--- src/sv/assert_macros.svh ---
// assertion macros shared by the decoder modules
`ifndef ASSERT_MACROS_SVH
`define ASSERT_MACROS_SVH

`ifndef ASSERT_OFF

// same-cycle implication, checked out of reset
`define BMD_ASSERT_IMPL(lbl, clk, rstn, ante, cons, msg) \
    lbl: assert property (@(posedge clk) disable iff (!(rstn)) (ante) |-> (cons)) \
        else $error(msg);

// next-cycle implication, checked out of reset
`define BMD_ASSERT_NEXT(lbl, clk, rstn, ante, cons, msg) \
    lbl: assert property (@(posedge clk) disable iff (!(rstn)) (ante) |=> (cons)) \
        else $error(msg);

`else

`define BMD_ASSERT_IMPL(lbl, clk, rstn, ante, cons, msg)
`define BMD_ASSERT_NEXT(lbl, clk, rstn, ante, cons, msg)

`endif

`endif

--- src/sv/bmd_pkg.sv ---
// types, codes and address constants of the banked memory bus decoder
package bmd_pkg;

    localparam int WRAM_BYTES_DEF = 32768;
    localparam int HRAM_BYTES     = 127;
    localparam int HRAM_AW        = 7;
    localparam int QUEUE_DEPTH    = 4;

    localparam int IN_DATA_W  = 24;
    localparam int IN_USER_W  = 2;
    localparam int OUT_DATA_W = 24;
    localparam int OUT_USER_W = 3;

    localparam logic [15:0] ADDR_CART_LO_END = 16'h7FFF;
    localparam logic [15:0] ADDR_VRAM_END    = 16'h9FFF;
    localparam logic [15:0] ADDR_CART_HI_END = 16'hBFFF;
    localparam logic [15:0] ADDR_WRAM_END    = 16'hFDFF;
    localparam logic [15:0] ADDR_OAM_END     = 16'hFE9F;
    localparam logic [15:0] ADDR_HOLE_END    = 16'hFEFF;
    localparam logic [15:0] ADDR_JOYPAD      = 16'hFF00;
    localparam logic [15:0] ADDR_SB          = 16'hFF01;
    localparam logic [15:0] ADDR_SC          = 16'hFF02;
    localparam logic [15:0] ADDR_TIMER_LO    = 16'hFF04;
    localparam logic [15:0] ADDR_TIMER_HI    = 16'hFF07;
    localparam logic [15:0] ADDR_IF          = 16'hFF0F;
    localparam logic [15:0] ADDR_OAM_DMA     = 16'hFF46;
    localparam logic [15:0] ADDR_KEY1        = 16'hFF4D;
    localparam logic [15:0] ADDR_SVBK        = 16'hFF70;
    localparam logic [15:0] ADDR_HDMA_LO     = 16'hFF51;
    localparam logic [15:0] ADDR_HDMA_HI     = 16'hFF55;
    localparam logic [15:0] ADDR_HRAM_LO     = 16'hFF80;
    localparam logic [15:0] ADDR_IE          = 16'hFFFF;

    localparam logic [2:0] BANK_RESET = 3'd1;
    localparam int         BANK_SIZE_LOG2 = 12;

    typedef enum logic [1:0] {
        FUNC_READ  = 2'd0,
        FUNC_WRITE = 2'd1,
        FUNC_SPEED = 2'd2,
        FUNC_NONE  = 2'd3
    } t_func;

    typedef enum logic [2:0] {
        TGT_LOCAL    = 3'd0,
        TGT_CART     = 3'd1,
        TGT_VIDEO    = 3'd2,
        TGT_JOYPAD   = 3'd3,
        TGT_SERIAL   = 3'd4,
        TGT_TIMER    = 3'd5,
        TGT_HDMA     = 3'd6,
        TGT_UNMAPPED = 3'd7
    } t_target;

    typedef enum logic [2:0] {
        LOC_NONE,
        LOC_WRAM,
        LOC_IF,
        LOC_DMA,
        LOC_KEY1,
        LOC_SVBK,
        LOC_HRAM,
        LOC_IE
    } t_loc;

    typedef enum logic [1:0] {
        RSEL_REG,
        RSEL_WRAM,
        RSEL_HRAM
    } t_rsel;

    // one classified bus access as it waits in the queue
    typedef struct packed {
        t_func               func;
        t_target             target;
        t_loc                loc;
        logic                bank_sel;
        logic [11:0]         wram_low;
        logic [HRAM_AW-1:0]  hram_idx;
        logic [7:0]          wdata;
    } t_op;

endpackage

--- src/sv/bmd_queue.sv ---
// short fifo of classified words between the front and back ends
`include "assert_macros.svh"
module bmd_queue #(
    parameter int DEPTH = bmd_pkg::QUEUE_DEPTH
) (
    input  logic         i_clk,
    input  logic         i_rst_n,
    input  logic         i_push,
    input  bmd_pkg::t_op i_op,
    output logic         o_full,
    input  logic         i_pop,
    output logic         o_valid,
    output bmd_pkg::t_op o_op
);
    import bmd_pkg::*;

    localparam int PW = $clog2(DEPTH);
    localparam int CW = $clog2(DEPTH + 1);

    t_op           r_slot [DEPTH];
    logic [PW-1:0] r_wr_ptr, n_wr_ptr;
    logic [PW-1:0] r_rd_ptr, n_rd_ptr;
    logic [CW-1:0] r_count,  n_count;

    assign o_full  = (r_count == CW'(DEPTH));
    assign o_valid = (r_count != '0);
    assign o_op    = r_slot[r_rd_ptr];

    always_comb begin
        n_wr_ptr = r_wr_ptr;
        n_rd_ptr = r_rd_ptr;
        n_count  = r_count;
        if (i_push) begin
            n_wr_ptr = (r_wr_ptr == PW'(DEPTH - 1)) ? '0 : r_wr_ptr + 1'b1;
        end
        if (i_pop) begin
            n_rd_ptr = (r_rd_ptr == PW'(DEPTH - 1)) ? '0 : r_rd_ptr + 1'b1;
        end
        if (i_push && !i_pop) begin
            n_count = r_count + 1'b1;
        end else if (i_pop && !i_push) begin
            n_count = r_count - 1'b1;
        end
    end

    always_ff @(posedge i_clk) begin
        if (!i_rst_n) begin
            r_wr_ptr <= '0;
            r_rd_ptr <= '0;
            r_count  <= '0;
        end else begin
            r_wr_ptr <= n_wr_ptr;
            r_rd_ptr <= n_rd_ptr;
            r_count  <= n_count;
        end
    end

    always_ff @(posedge i_clk) begin
        if (i_push) begin
            r_slot[r_wr_ptr] <= i_op;
        end
    end

    `BMD_ASSERT_IMPL(a_no_overflow, i_clk, i_rst_n, i_push && !i_pop, !o_full, "queue overflow")
    `BMD_ASSERT_IMPL(a_no_underflow, i_clk, i_rst_n, i_pop, o_valid, "queue underflow")

endmodule

--- config.mk ---
export PLATFORM = sky130hd
export DESIGN_NAME = bmd_queue
export DESIGN_NICKNAME = d
export VERILOG_FILES = /design/src/sv/bmd_pkg.sv /design/src/sv/bmd_queue.sv
export VERILOG_INCLUDE_DIRS = /design/src /design/src/sv
export SDC_FILE = /design/constraint.sdc
export NUM_CORES = 1
export LEC_CHECK = 0
export ABC_AREA = 1
export BUFFER_PORTS_ARGS = -buffer_cell sky130_fd_sc_hd__buf_2
export CAP_MARGIN = 20
export CORE_MARGIN = 8
export CORE_UTILIZATION = 40
export DETAILED_ROUTE_END_ITERATION = 6
export PLACE_DENSITY = 0.63
export SYNTH_ARGS = -nofsm -noshare
export SYNTH_HDL_FRONTEND = slang
export SYNTH_SLANG_ARGS = --single-unit
--- constraint.sdc ---
create_clock -name i_clk -period 2 [get_ports i_clk]
set_clock_uncertainty 0.15 [all_clocks]
set_input_delay 0.4 -clock i_clk [delete_from_list [all_inputs] [get_ports i_clk]]
set_output_delay 0.4 -clock i_clk [all_outputs]
set_load 0.03 [all_outputs]
### Word level (Yosys, flattened, before mapping)

Memories as Yosys holds them, arrays and structs flattened. A register that Yosys moved wholly into a read port is not among the register bits.
Index checks and enable logic that the tools add are counted.

| operators by class | value |
|---|---|
| $add $sub $neg | 4 |
| reductions and logical operators | 6 |
| eq/ne operators | 3 |
| mux-type cells | 8 |

Operators with widths:

| operator | count |
|---|---|
| 2-bit 2-to-1 mux | 4 |
| 3-bit 2-to-1 mux | 2 |
| 2-bit by 1-bit adder with 2-bit output, second input constant | 2 |
| 2-bit equality test, second input constant | 2 |
| 3-bit by 1-bit adder with 3-bit output, second input constant | 1 |
| 3-bit equality test, second input constant | 1 |
| 3-bit nonzero test | 1 |
| 3-bit by 1-bit subtractor with 3-bit output, second input constant | 1 |
| 1-bit logical AND | 2 |
| 1-bit logical NOT | 2 |
| 1-bit 2-to-1 mux | 2 |
| 2-bit nonzero test | 1 |

| word-level totals | value |
|---|---|
| memories kept | 1 |
| register bits | 7 |
| word-level logic and storage cells | 25 |
| memory bits (writable) | 144 |

Memory list:

| memory | depth | bits a word | read ports | clocked after Yosys merged registers in | write ports | line | source |
|---|---|---|---|---|---|---|---|
| r_slot | 4 | 36 | 1 | 1 | 1 | bmd_queue.sv:20 | `t_op r_slot [DEPTH];` |

### Longest topological paths before layout

| depth | value |
|---|---|
| depth after elaboration | 4 |
| depth in mapped cells | 10 |

### Worst setup path after synthesis

OpenSTA, ideal clock, no wires.

| path | value |
|---|---|
| path type | register -> register |
| start point | register r_wr_ptr[0] |
| end point | memory r_slot[3][0] (netlist bit), enable pin |
| required time | 1.459 ns |
| path slack | 0.160 ns |
| cell stages (with the launch flop) | 4 |
| data arrival time | 1.299 ns |
| path buffers | 0 |
| cell sequence | dfxtp_1 > ha_1 > nand2_1 > inv_1 |

RTL lines:

| item | line | source |
|---|---|---|
| start, declared | bmd_queue.sv:21 | `logic [PW-1:0] r_wr_ptr, n_wr_ptr;` |
| start signal, assigned | bmd_queue.sv:52 | `r_wr_ptr <= n_wr_ptr;` |
| end, declared | bmd_queue.sv:20 |  |

Straight into the memory's write port.

==> flow_summary.yaml <==
logic_synthesis:
  async_flop_share_pct: 0
  syn_nets: 455
  ys.flop_type: "edfxtp_1"
  synth_edf_count: 144
  syn-instance-count: 408
  yosysWarnings: 0
  avgSynthCellArea_sq_um: 14.96
  synth_top_area_share_pct: 70.85
  synth_seq_cells: 153
  ys_types: 24
  netlist_top_cells_area: "edfxtp_1 (71%), nor2_1 (4.0%), o22ai_2 (3.7%)"
  ys_seq_area_share_pct: 73.80
  synthTopCellsByCount: "edfxtp_1 (144), nor2_1 (65), o21ai_1 (26), o21ai_0 (25), o21ai_2 (24)"
  synth_most_common_cell: "edfxtp_1"
  synthesis.area_sq_mm: 0.006103
  yosys.area.top_type: "edfxtp_1"
timing:
  period_share_pct: 106.3
  fin_setup_tns_ns: -2.820
  hold_viol_final: 0
  fmax_mhz: 470.5
  slew_viol_final: 0
  relSlewSlack_pct: 76.95
  fin_crit_ns: 2.125
  rsz0062_at_grt: "true"
  tightest_slew_ns: 0.3458
  fin_ws_ns: -0.1253
  setup_viol: 36
place:
  dpl.cell_count: 672
  place_ws_ns: 0.07361
  io_buffers: 77
  placed_cell_area_sq_mm: 0.006729
  place.gp.congestion: 0.7735
  post-dp-hpwl_um: 7927
cells_and_area:
  syn_to_final_growth_pct: 29.85
  nets: 562
  drive_gt1_share_pct: 45.83
  stdcell_area_sq_mm: 0.007925
  stdcell_count: 717
setup_path:
  critPathCaptureType: "output pin"
  cp_slowest_cell: "dfxtp_4"
  setup.worst_path.start_class: "flop"
  cp_max_fo: 12
  regToRegStartpoint: "r_wr_ptr[0]"
  cp_slowest_stage_delay_ns: 0.41
  crit_family: "buffers and inverters"
  worstPathCellList: "inv_8, buf_6, nor2_1, o22ai_1, buf_4"
  cp.depth: 5
  cp_num_buf_inv: 3
  r2r_cells: 5
  worstSetupPathType: "flop to output pin"
  worstPathRequired_ns: 1.45
  arrival_ns: 1.58
floorplanning:
  rows: 45
  die_width_um: 139.5
  dieArea_sq_mm: 0.01947
  die_y_um: 139.5
  io_pins: 78
  core_sq_mm: 0.01503
  start_util_pct: 40.60
cts:
  root_buffer: "clkbuf_16"
  insertion_delay_ns: 0.42
  cts_max_level: 4
  clock-sinks: 153
  cts_buffer_depth: 2
  clkTransAtPathRegs_ns: 0.06
  cts_tree: "done"
  cts_made_buffers: 17
  postCtsHoldBufs: 0
run_status:
  violations: "setup timing"
  status: "complete, but fails checks"
global_route:
  grt_pass1_wl_um: 20500
  busiest_layer: "met2"
  use_met1_pct: 16.35
  use_met3_pct: 4.993
  antenna_found_initial: 3
  grt_pass1_vias: 3784
  use_met2_pct: 23.31
  track_usage_pct: 14.01
  grt_max_degree: 27
  gr-total-overflow: 0
job:
  cap_violations: 0
power:
  intPower_mw: 5.880
  pwr-share-seq_pct: 46.7
  swShare_pct: 26.20
  p_leak_nw: 2.864
  irDropWorstVdd_mv: 0.6241
  power_frac_comb_pct: 16.0
  p_per_area_mw_per_mm2: 1005
  p_switching_mw: 2.087
  power_frac_clock_pct: 37.3
route:
  dr.pass1.iters: 4
  wl_um: 13280
  ant_nets: 0
  avgViaCountPerCell: 5.105
  routedWlPerCell_um: 18.53
  drt_iter0_drc: 200
  post-route-drc-count: 0
  via_count: 3660
worst_hold_path:
  hold_path.class: "input port to flop"
  min_from: "i_op[30]"
  hold_depth: 1
==> final timing paths <==
check             endpoint  slack, ns
max reg2reg  r_slot[2][24]       0.47
min reg2reg           flop       0.39
min          r_slot[1][30]       0.04
max               o_op[25]      -0.13
==> power groups by stage <==
stage | Combinational [mW] | Clock (mW) | Sequential, mW
detailed placement | 1.01 | 0 | 3.78
finish | 1.28 | 2.97 | 3.72
global route | 1.37 | 3.13 | 3.73
floorplan | 0.698 | 0 | 3.76
CTS | 1.26 | 3.01 | 3.72
global placement | 0.994 | 0 | 3.78
==> state kept, by name, summed over array words and instances (netlist names), named ones only <==
register  cells
r_rd_ptr      2
r_slot      144
r_count       3
r_wr_ptr      2
==> routing by layer <==
metal	part of all wire, %	routed length [um]
met1	43	5766
met2	50	6619
met3	5.2	693
met4	1.4	184
met5	0.15	20
==> kinds of logic after synthesis <==
logic type	after synthesis	share of synthesized area (%)
AO/OA/AOI/OAI	114	13.41
buffers and inverters	38	4.469
adder cells (fa/ha/maj)	7	1.558
AND/OR/NAND/NOR	95	6.621
XOR/XNOR	1	0.1435
flip-flops	153	73.80
==> cell usage in the layout (no fill, tap or decap), types with 8 or more instances in the layout <==
cell type | Yosys | final
edfxtp_1 | 144 | 144
nor2_1 | 65 | 47
buf_2 | 4 | 41
o21ai_1 | 26 | 37
buf_6 | 10 | 31
nor2_2 | 16 | 30
o21ai_2 | 24 | 29
o22ai_2 | 18 | 28
buf_4 | 7 | 25
clkbuf_16 | 0 | 17
inv_1 | 14 | 10
nand2_1 | 9 | 9
o22ai_1 | 18 | 8
buf_12 | 0 | 8
==> cell type report <==
class                           instances  area, sq um
Clock buffer                           18        429.2
Timing Repair Buffer                  108        972.2
Inverter                               16        93.84
Antenna cell                            1        2.502
Tap cell                              188        235.2
Clock inverter                         14        127.6
Sequential cell                       153         4512
Timing Repair inverter                  2        46.29
Multi-Input combinational cell        217         1506
Fill cell                            1241         7108
==> stage by stage <==
| stage | power (mW) | hold slack (ns) | util (%) |
|---|---|---|---|
| floorplan | 4.459 | 0.3397 | - |
| global placement | 4.770 | 0.3569 | 44.76 |
| detailed placement | 4.793 | 0.3815 | 44.76 |
| CTS | 7.989 | 0.02334 | 52.00 |
| global route | 8.236 | 0.02752 | 52.70 |
| finish | 7.966 | 0.03997 | 52.72 |
==> what timing repair did <==
| item | in CTS | in global routing |
|---|---|---|
| setup endpoints to repair | 36 | 36 |
| gates resized for setup | 106 | 38 |
| gates cloned | 4 | 0 |
| pin swaps | 7 | 11 |
| hold endpoints to repair | 0 | 0 |
| setup buffers | 8 | 0 |
Note: power is estimated with default switching activity, not from simulation.
