[src/sv/assert_macros.svh]
// assertion macros shared by the decoder modules
`ifndef ASSERT_MACROS_SVH
`define ASSERT_MACROS_SVH

`ifndef ASSERT_OFF

// same-cycle implication, checked out of reset
`define BMD_ASSERT_IMPL(lbl, clk, rstn, ante, cons, msg) \
    lbl: assert property (@(posedge clk) disable iff (!(rstn)) (ante) |-> (cons)) \
        else $error(msg);

// next-cycle implication, checked out of reset
`define BMD_ASSERT_NEXT(lbl, clk, rstn, ante, cons, msg) \
    lbl: assert property (@(posedge clk) disable iff (!(rstn)) (ante) |=> (cons)) \
        else $error(msg);

`else

`define BMD_ASSERT_IMPL(lbl, clk, rstn, ante, cons, msg)
`define BMD_ASSERT_NEXT(lbl, clk, rstn, ante, cons, msg)

`endif

`endif

[src/sv/bmd_pkg.sv]
// types, codes and address constants of the banked memory bus decoder
package bmd_pkg;

    localparam int WRAM_BYTES_DEF = 32768;
    localparam int HRAM_BYTES     = 127;
    localparam int HRAM_AW        = 7;
    localparam int QUEUE_DEPTH    = 4;

    localparam int IN_DATA_W  = 24;
    localparam int IN_USER_W  = 2;
    localparam int OUT_DATA_W = 24;
    localparam int OUT_USER_W = 3;

    localparam logic [15:0] ADDR_CART_LO_END = 16'h7FFF;
    localparam logic [15:0] ADDR_VRAM_END    = 16'h9FFF;
    localparam logic [15:0] ADDR_CART_HI_END = 16'hBFFF;
    localparam logic [15:0] ADDR_WRAM_END    = 16'hFDFF;
    localparam logic [15:0] ADDR_OAM_END     = 16'hFE9F;
    localparam logic [15:0] ADDR_HOLE_END    = 16'hFEFF;
    localparam logic [15:0] ADDR_JOYPAD      = 16'hFF00;
    localparam logic [15:0] ADDR_SB          = 16'hFF01;
    localparam logic [15:0] ADDR_SC          = 16'hFF02;
    localparam logic [15:0] ADDR_TIMER_LO    = 16'hFF04;
    localparam logic [15:0] ADDR_TIMER_HI    = 16'hFF07;
    localparam logic [15:0] ADDR_IF          = 16'hFF0F;
    localparam logic [15:0] ADDR_OAM_DMA     = 16'hFF46;
    localparam logic [15:0] ADDR_KEY1        = 16'hFF4D;
    localparam logic [15:0] ADDR_SVBK        = 16'hFF70;
    localparam logic [15:0] ADDR_HDMA_LO     = 16'hFF51;
    localparam logic [15:0] ADDR_HDMA_HI     = 16'hFF55;
    localparam logic [15:0] ADDR_HRAM_LO     = 16'hFF80;
    localparam logic [15:0] ADDR_IE          = 16'hFFFF;

    localparam logic [2:0] BANK_RESET = 3'd1;
    localparam int         BANK_SIZE_LOG2 = 12;

    typedef enum logic [1:0] {
        FUNC_READ  = 2'd0,
        FUNC_WRITE = 2'd1,
        FUNC_SPEED = 2'd2,
        FUNC_NONE  = 2'd3
    } t_func;

    typedef enum logic [2:0] {
        TGT_LOCAL    = 3'd0,
        TGT_CART     = 3'd1,
        TGT_VIDEO    = 3'd2,
        TGT_JOYPAD   = 3'd3,
        TGT_SERIAL   = 3'd4,
        TGT_TIMER    = 3'd5,
        TGT_HDMA     = 3'd6,
        TGT_UNMAPPED = 3'd7
    } t_target;

    typedef enum logic [2:0] {
        LOC_NONE,
        LOC_WRAM,
        LOC_IF,
        LOC_DMA,
        LOC_KEY1,
        LOC_SVBK,
        LOC_HRAM,
        LOC_IE
    } t_loc;

    typedef enum logic [1:0] {
        RSEL_REG,
        RSEL_WRAM,
        RSEL_HRAM
    } t_rsel;

    // one classified bus access as it waits in the queue
    typedef struct packed {
        t_func               func;
        t_target             target;
        t_loc                loc;
        logic                bank_sel;
        logic [11:0]         wram_low;
        logic [HRAM_AW-1:0]  hram_idx;
        logic [7:0]          wdata;
    } t_op;

endpackage

[src/sv/bmd_front.sv]
// front end: classifies an incoming bus word by function and address
module bmd_front (
    input  logic [bmd_pkg::IN_USER_W-1:0] i_func,
    input  logic [15:0]                   i_addr,
    input  logic [7:0]                    i_wdata,
    output bmd_pkg::t_op                  o_op
);
    import bmd_pkg::*;

    t_target w_target;
    t_loc    w_loc;
    t_func   w_func;

    assign w_func = t_func'(i_func);

    // address map decode
    always_comb begin
        w_target = TGT_UNMAPPED;
        w_loc    = LOC_NONE;
        if (i_addr <= ADDR_CART_LO_END) begin
            w_target = TGT_CART;
        end else if (i_addr <= ADDR_VRAM_END) begin
            w_target = TGT_VIDEO;
        end else if (i_addr <= ADDR_CART_HI_END) begin
            w_target = TGT_CART;
        end else if (i_addr <= ADDR_WRAM_END) begin
            w_target = TGT_LOCAL;
            w_loc    = LOC_WRAM;
        end else if (i_addr <= ADDR_OAM_END) begin
            w_target = TGT_VIDEO;
        end else if (i_addr <= ADDR_HOLE_END) begin
            w_target = TGT_UNMAPPED;
        end else if (i_addr == ADDR_JOYPAD) begin
            w_target = TGT_JOYPAD;
        end else if (i_addr inside {ADDR_SB, ADDR_SC}) begin
            w_target = TGT_SERIAL;
        end else if (i_addr inside {[ADDR_TIMER_LO:ADDR_TIMER_HI]}) begin
            w_target = TGT_TIMER;
        end else if (i_addr == ADDR_IF) begin
            w_target = TGT_LOCAL;
            w_loc    = LOC_IF;
        end else if (i_addr == ADDR_OAM_DMA) begin
            w_target = TGT_LOCAL;
            w_loc    = LOC_DMA;
        end else if (i_addr == ADDR_KEY1) begin
            w_target = TGT_LOCAL;
            w_loc    = LOC_KEY1;
        end else if (i_addr == ADDR_SVBK) begin
            w_target = TGT_LOCAL;
            w_loc    = LOC_SVBK;
        end else if (i_addr inside {[16'hFF40:16'hFF45], [16'hFF47:16'hFF4B], 16'hFF4F,
                                    [16'hFF68:16'hFF6B]}) begin
            w_target = TGT_VIDEO;
        end else if (i_addr inside {[ADDR_HDMA_LO:ADDR_HDMA_HI]}) begin
            w_target = TGT_HDMA;
        end else if (i_addr == ADDR_IE) begin
            w_target = TGT_LOCAL;
            w_loc    = LOC_IE;
        end else if (i_addr >= ADDR_HRAM_LO) begin
            w_target = TGT_LOCAL;
            w_loc    = LOC_HRAM;
        end
    end

    always_comb begin
        o_op.func     = w_func;
        o_op.bank_sel = i_addr[BANK_SIZE_LOG2];
        o_op.wram_low = i_addr[BANK_SIZE_LOG2-1:0];
        o_op.hram_idx = i_addr[HRAM_AW-1:0];
        o_op.wdata    = i_wdata;
        // speed events and the spare code never touch the map
        if (w_func == FUNC_READ || w_func == FUNC_WRITE) begin
            o_op.target = w_target;
            o_op.loc    = w_loc;
        end else begin
            o_op.target = TGT_LOCAL;
            o_op.loc    = LOC_NONE;
        end
    end

endmodule

[config.mk]
export PLATFORM = sky130hd
export DESIGN_NAME = bmd_front
export DESIGN_NICKNAME = d
export VERILOG_FILES = /design/src/sv/assert_macros.svh /design/src/sv/bmd_pkg.sv /design/src/sv/bmd_front.sv
export SDC_FILE = /design/constraint.sdc
export NUM_CORES = 1
export LEC_CHECK = 0
export BUFFER_PORTS_ARGS = -buffer_cell sky130_fd_sc_hd__buf_2
export CAP_MARGIN = 30
export CORE_MARGIN = 4
export CORE_UTILIZATION = 39
export DETAILED_ROUTE_END_ITERATION = 10
export PLACE_DENSITY = 0.85
export SLEW_MARGIN = 15
export SYNTH_ARGS = -nofsm -noshare
export SYNTH_HDL_FRONTEND = slang
export SYNTH_SLANG_ARGS = --single-unit
[constraint.sdc]
create_clock -name vclk -period 1.45
set_input_delay 0.145 -clock vclk [all_inputs]
set_output_delay 0.145 -clock vclk [all_outputs]
set_load 0.005 [all_outputs]
Word-level counts from Yosys, hierarchy flattened:

Cells that the tools add are included.
Widths: inputs -> output; s select.

* shift operators: 0
* bitwise operators: 0
* add/subtract/negate cells: 0
* muxes and demuxes: 35
* div/mod/pow operators: 0
* reductions and logical operators: 9
* equal/unequal tests: 10
* order comparisons: 17
* multiply operators: 0

Operator list (number)
* $le 16x16->1 const B: 10
* $eq 16x16->1 const B: 9
* $mux 3: 34
* $ge 16x16->1 const B: 6
* $le 16x15->1 const B: 1
* $mux 6: 1
* $logic_and 1x1->1: 5
* $reduce_bool 4->1: 1
* $eq 2x1->1 const B: 1
* $logic_not 2->1: 1
* $reduce_bool 2->1: 1
* $logic_or 1x1->1: 1

* bits in read-only memories: 0
* memories: 0
* word-level logic and storage cells: 71
* output and inout port bits: 36
* memory bits (writable): 0
* input port bits: 26
* bits in registers: 0
* bits in latches: 0

Depth between registers and ports, before layout:

Gate-level depths: netlist (run 1).

* depth after elaboration: 19
* depth in mapped cells: 6
* gate-level depth less buffers: 5

Worst setup path after synthesis (run 1):

Ideal clock, no wire load.

* kind: input port to output port
* start: in i_addr[3]
* end: out o_op[31] (netlist bit)
* slack: 0.214 ns
* data arrival time: 1.091 ns
* buffers on the path: 1
* data required time: 1.305 ns
* cell stages on the path: 6
* cell sequence: buf_6 -> and4_4 -> a21o_1 -> a221oi_2 -> nand3_1 -> o22ai_2

RTL lines
* start: declaration: line bmd_front.sv:4 `input logic [15:0] i_addr,`
* end: declaration: line bmd_front.sv:6 `output bmd_pkg::t_op o_op`

==> summary.md, run 1 <==
| Metric | Value |
|---|---|
| Outcome | `finished with violations` |
| Violated checks | `negative setup slack` |
| Worst hold slack across all endpoints | `0.290 ns` |
| Worst rel slew slack | `81.5%` |
| RSZ-0062 raised after global routing | `yes` |
| DP Cell Count | `136` |
| Post-Synthesis Mean Instance Area | `6.89 um2` |
| Cell leakage power | `0.000460 uW` |
| Least-Margin Pin Slew | `0.275 ns` |
| Net Count, Synth | `121` |
| Number of distinct library cell variants in the gate-level netlist after synthesis | `36` |
| Gate Count Post-Synth | `95` |
| Max Fclk | `663 MHz` |
| Fraction of synthesized cell area taken by the top area cell type | `34.4%` |
| Post-layout total power | `221 uW` |
| Site Rows | `14` |
| Cell area after technology mapping | `654 um2` |
| Sequential area share after synthesis | `0%` |
| Ratio of cells with drive above 1 in the final layout | `65.6%` |
| Multi-input logic area | `480 um2` |
| Number of maximum-capacitance violations | `0` |
| Period utilization | `104%` |
| Count of final setup violators | `2` |
| Req. time, crit path | `1.31 ns` |
| Leading cell types in the layout, fill and taps excluded | `buf_2 (37), buf_4 (19), nand2_1 (9)` |
| Relative area change from synthesis to final layout | `41.5%` |
| Number of filler instances in the final layout | `134` |
| Slack of the critical path | `-0.0575 ns` |
| Startpoint Class | `input pin` |
| Worst setup path category | `in -> out` |
| Total of buffers placed on input and output ports | `44` |
| Maximum fanout encountered on the critical timing path | `5` |
| Number of iterations in the first detailed-routing pass | `4` |
| Pin count of the biggest net entering global routing | `10` |
| Count of clock buffers in the final design | `0` |
| Area of all sequential standard cells | `0 um2` |
| Per-cell routed wire length | `17.1 um` |
| Routed vias/inst | `5.83` |
| Grt total ovfl | `0` |
| First-pass GRT wire length | `3310 um` |
| Final TNS setup | `-0.107 ns` |
| Number of standard cells in the final layout excluding fillers | `141` |
| Inserted Diodes | `0` |
| Overall routed net length | `2410 um` |
| Post-synth top area cell | `buf_4` |
| Core Region | `1540 um2` |
| Detailed placer's ending HPWL | `1660 um` |
| Peak supply drop | `0.160 mV` |
| Post-layout nets | `153` |
| I/O pin cnt | `62` |
| Kind of path behind the tightest hold check | `in -> out` |
| Number of sequential cells | `0` |
| Chip width | `49.0 um` |
| DR vias | `822` |
| Arrival time of the worst setup path | `1.36 ns` |
| Number of synthesis warnings | `0` |
| DRC violations left | `0` |
| Pwr/cell area | `239 nW/um2` |
| Total global routing track utilization | `16.1%` |
| Final Critical Period | `1.51 ns` |
| Initial Utilization | `42.5%` |
| Cell types with the largest area share after synthesis | `buf_4 (34%), nand2_1 (5.2%), o21ai_0 (3.8%)` |
| Die span in y | `49.0 um` |
| Kind of capture point of the worst setup path | `output port` |
| Hold Violations, Final | `0` |
| Die Outline Area | `2400 um2` |
| Starting DRT DRC Count | `14` |
| Quantity of hold-fixing buffers added after cts | `0` |
| DRT antenna net count | `0` |
| Initial antenna violation count | `0` |
| Commonest non-fill, non-tap cell in the layout | `buf_2` |
| Place WS | `-0.0571 ns` |
| Max-slew violation count | `0` |
| Number of global-route vias before repair | `755` |
| Final weighted congestion in routability-driven placement | `0.904` |
## report_power, final
part           total (uW)  internal (uW)  switching (uW)
combinational         221            113             108
clock                   0              0               0
sequential              0              0               0
total                 221            113             108
## repair_timing
action	in CTS	in global routing
endpoints found under the setup margin	4	6
resized for setup	9	28
pin swaps	5	18
buffers inserted	1	4
hold endpoints to repair	0	0
## metal layers
layer / wire length, um / GRT usage (%)
met5: 0 / 0
met4: 72 / 4.04
met2: 1300 / 31.1
met3: 188 / 2.14
met1: 852 / 18.1
## Yosys cell counts, types with 2 or more instances
cell and n:
nor3_1 2, o21ai_0 5, and4_1 2, a21oi_1 4
nand2_1 9, nor2b_1 2, buf_4 30, nor2_1 2
nand3_1 3, and3_1 2, nand4_1 3, a31oi_1 2
nand2b_1 3, inv_1 4
## through the flow
stage | utilization, % | instance area (um2)
finish | 60.1 | 926
CTS | 51.9 | 800
global placement | 48.9 | 754
detailed placement | 48.9 | 754
global route | 60.1 | 926
floorplan | - | 654
## layout make-up
type                       instances  area share [%]
tap                               16            2.16
multi-input combinational         58            51.9
timing repair buffer              63            44.3
inverter                           4            1.62
## final timing paths
check	slack (ns)	endpoint	cells after the start	from
setup / recovery	-0.06	o_op[31]	7	i_addr[1]
hold / removal	0.29	o_op[4]	0	i_wdata[4]
## cells by family (layout without fill, tap and decap cells)
logic type / after synthesis / after routing / share of synthesized area [%]
buffers and inverters: 37 / 67 / 39.8
AND/OR/NAND/NOR: 37 / 37 / 37.1
AO/OA/AOI/OAI: 21 / 21 / 23.1
## worst max-delay path, cell delays in order
cell and delay, ns:
buf_8 0.10, and4_4 0.19, a21o_1 0.19, a221oi_2 0.34, nand3_1 0.16, o22ai_2 0.10, buf_2 0.13
Note: power is estimated with default switching activity, not from simulation.
==> run 2: changes to the inputs <==
==> constraint.sdc (replaced) <==
create_clock -name vclk -period 1.7
set_input_delay 0.17 -clock vclk [all_inputs]
set_output_delay 0.17 -clock vclk [all_outputs]
set_load 0.005 [all_outputs]
==> run 2 against run 1 <==
  * The run now ends clean
  * Die area unchanged
  * Combinational power fell by 43%
  * Count of clock-buffer cells in the layout stayed put
  * Total power fell by 43%
  * Design area fell by 27%
  * Routed wire length is 29% lower
  * Sequential share of layout area did not move
  * Critical path depth stayed put
  * Setup slack gained 0.093 ns
  * Critical path type unchanged
  * Critical endpoint is now o_op[32]
  * Largest cell class unchanged
  * Highest routed layer unchanged
==> summary.md, run 2 (same netlist as run 1, synthesis figures left out) <==
| Metric | Value |
|---|---|
| Worst path cell trace | `buf_2 -> nor3_1 -> nor3b_4 -> o21ai_0 -> a21oi_1 -> o32ai_1 -> buf_2` |
| Count of final setup violators | `0 (-2)` |
| Hold Violations, Final | `0 (unchanged)` |
| First-pass GRT wire length | `2610 um (-21%)` |
| Per-cell routed wire length | `13.6 um (-20%)` |
| Pin count of the biggest net entering global routing | `11 (+1)` |
| Pwr/cell area | `186 nW/um2 (-22%)` |
| Worst rel slew slack | `77.1% (-4.4 points)` |
| Inserted Diodes | `0 (unchanged)` |
| Leading cell types in the layout, fill and taps excluded | `buf_2 (44), nand2_1 (9), o21ai_0 (5)` |
| Cell leakage power | `0.000334 uW (-27%)` |
| Least-Margin Pin Slew | `0.343 ns (+0.0678 ns)` |
| I/O pin cnt | `62 (unchanged)` |
| Die Outline Area | `2400 um2 (unchanged)` |
| Overall routed net length | `1710 um (-29%)` |
| Grt total ovfl | `0 (unchanged)` |
| Worst setup path category | `in -> out` |
| Multi-input logic area | `400 um2 (-17%)` |
| Count of clock buffers in the final design | `0 (unchanged)` |
| Kind of path behind the tightest hold check | `in -> out` |
| Detailed placer's ending HPWL | `1410 um (-15%)` |
| Cells on Worst Hold Path | `0 (unchanged)` |
| End of the worst hold path | `o_op[4]` |
| Die span in y | `49.0 um (unchanged)` |
| Longest individual stage delay on the worst path | `0.33 ns (about the same)` |
| DR vias | `704 (-14%)` |
| Worst hold slack across all endpoints | `0.340 ns (+0.0500 ns)` |
| Kind of cell adding the most delay to the critical path | `simple AND/OR/NAND/NOR gates` |
| Post-layout nets | `137 (-10%)` |
| Number of iterations in the first detailed-routing pass | `4 (unchanged)` |
| Peak supply drop | `0.0958 mV (-40%)` |
| Initial antenna violation count | `0 (unchanged)` |
| Total of buffers placed on input and output ports | `44 (unchanged)` |
| Area of all sequential standard cells | `0 um2 (unchanged)` |
| DRC violations left | `0 (unchanged)` |
| Number of global-route vias before repair | `571 (-24%)` |
| Kind of capture point of the worst setup path | `output port` |
| Number of sequential cells | `0 (unchanged)` |
| Site Rows | `14 (unchanged)` |
| Initial Utilization | `42.5% (unchanged)` |
| Slowest cell on crit path | `nor3b_4` |
| Number of maximum-capacitance violations | `0 (unchanged)` |
| Bufs and invs on worst path | `2 (unchanged)` |
| Number of filler instances in the final layout | `167 (+25%)` |
| Final Critical Period | `1.66 ns` |
| Max-slew violation count | `0 (unchanged)` |
| Routed vias/inst | `5.63 (-3.4%)` |
| DRT antenna net count | `0 (unchanged)` |
| Period utilization | `97.9%` |
| Core Region | `1540 um2 (unchanged)` |
| Place WS | `0.0864 ns (+0.143 ns)` |
| Max Fclk | `601 MHz` |
| Commonest non-fill, non-tap cell in the layout | `buf_2` |
| Ratio of cells with drive above 1 in the final layout | `51.4% (-14 points)` |
| Chip width | `49.0 um (unchanged)` |
| Critical hold path startpoint | `i_wdata[4]` |
| Relative area change from synthesis to final layout | `3.63%` |
| Req. time, crit path | `1.53 ns (+0.22 ns)` |
| Total global routing track utilization | `12.3% (-3.8 points)` |
| Final cell utilization of the core | `44.0% (-16 points)` |
| Arrival time of the worst setup path | `1.49 ns (+0.13 ns)` |
| Most frequent cell on the critical path | `buf_2` |
| Final weighted congestion in routability-driven placement | `0.776 (-14%)` |
| Slack of the critical path | `0.0356 ns (+0.0930 ns)` |
| Starting DRT DRC Count | `32 (+18)` |
| Outcome | `finished clean` |
| Startpoint Class | `input pin` |
| Maximum fanout encountered on the critical timing path | `8 (+3)` |
[run 2: changes by cell type in the layout (fill, tap and decap cells not counted), moves of 2 or more]
cell,delta
o21ai_0,+3
nand2b_1,+2
buf_8,-2
nor2b_1,+2
buf_2,+7
buf_4,-16
o21ai_1,-3
nor3_1,+2
buf_6,-4
nand2b_4,-2
[run 2: layout make-up]
cell class / count / share of cell area (%)
timing repair buffer: 47 / 35.8
inverter: 4 / 2.21
tap: 16 / 2.95
multi-input combinational: 58 / 59.0
[run 2: worst max path at each step]
stage / startpoint / end / slack, ns / depth (start not counted)
2_1_floorplan: i_addr[3] / o_op[31] / 0.41 / 6
3_3_place_gp: i_addr[6] / o_op[32] / 0.06 / 7
3_5_place_dp: i_addr[6] / o_op[32] / 0.09 / 7
4_1_cts: i_addr[6] / o_op[32] / 0.08 / 7
5_1_grt: i_addr[6] / o_op[32] / -0.03 / 7
6_report: i_addr[6] / o_op[32] / 0.04 / 7
[run 2: per-layer routing]
layer | GRT usage [%] | up-vias | routed length (um)
met5 | 0 | - | 0
met4 | 2.24 | 0 | 21
met3 | 1.22 | 4 | 145
met2 | 22.6 | 44 | 849
met1 | 15.4 | 310 | 688
li1 | - | 346 | -
[run 2: per-stage QoR]
step           cell area, um2  TNS, ns  instances  power [uW]
2_1_floorplan             654        0         95         104
3_3_place_gp              664        0        124         121
3_5_place_dp              664        0        124         123
4_1_cts                   664        0        124         123
5_1_grt                   678  -0.0349        125         139
6_report                  678        0        125         126
[run 2: power by group]
group / switching [uW] / internal (uW) / total, uW / leakage, uW
logic: 69.1 / 57.1 / 126 / 0.000334
registers: 0 / 0 / 0 / 0
clock network: 0 / 0 / 0 / 0
[run 2: repair_timing]
| action | CTS | global route |
|---|---|---|
| gates resized for setup | 0 | 1 |
| endpoints found under the hold margin | 0 | 0 |
| endpoints found under the setup margin | 0 | 3 |
| setup buffers | 0 | 1 |
| hold buffers | 0 | 0 |
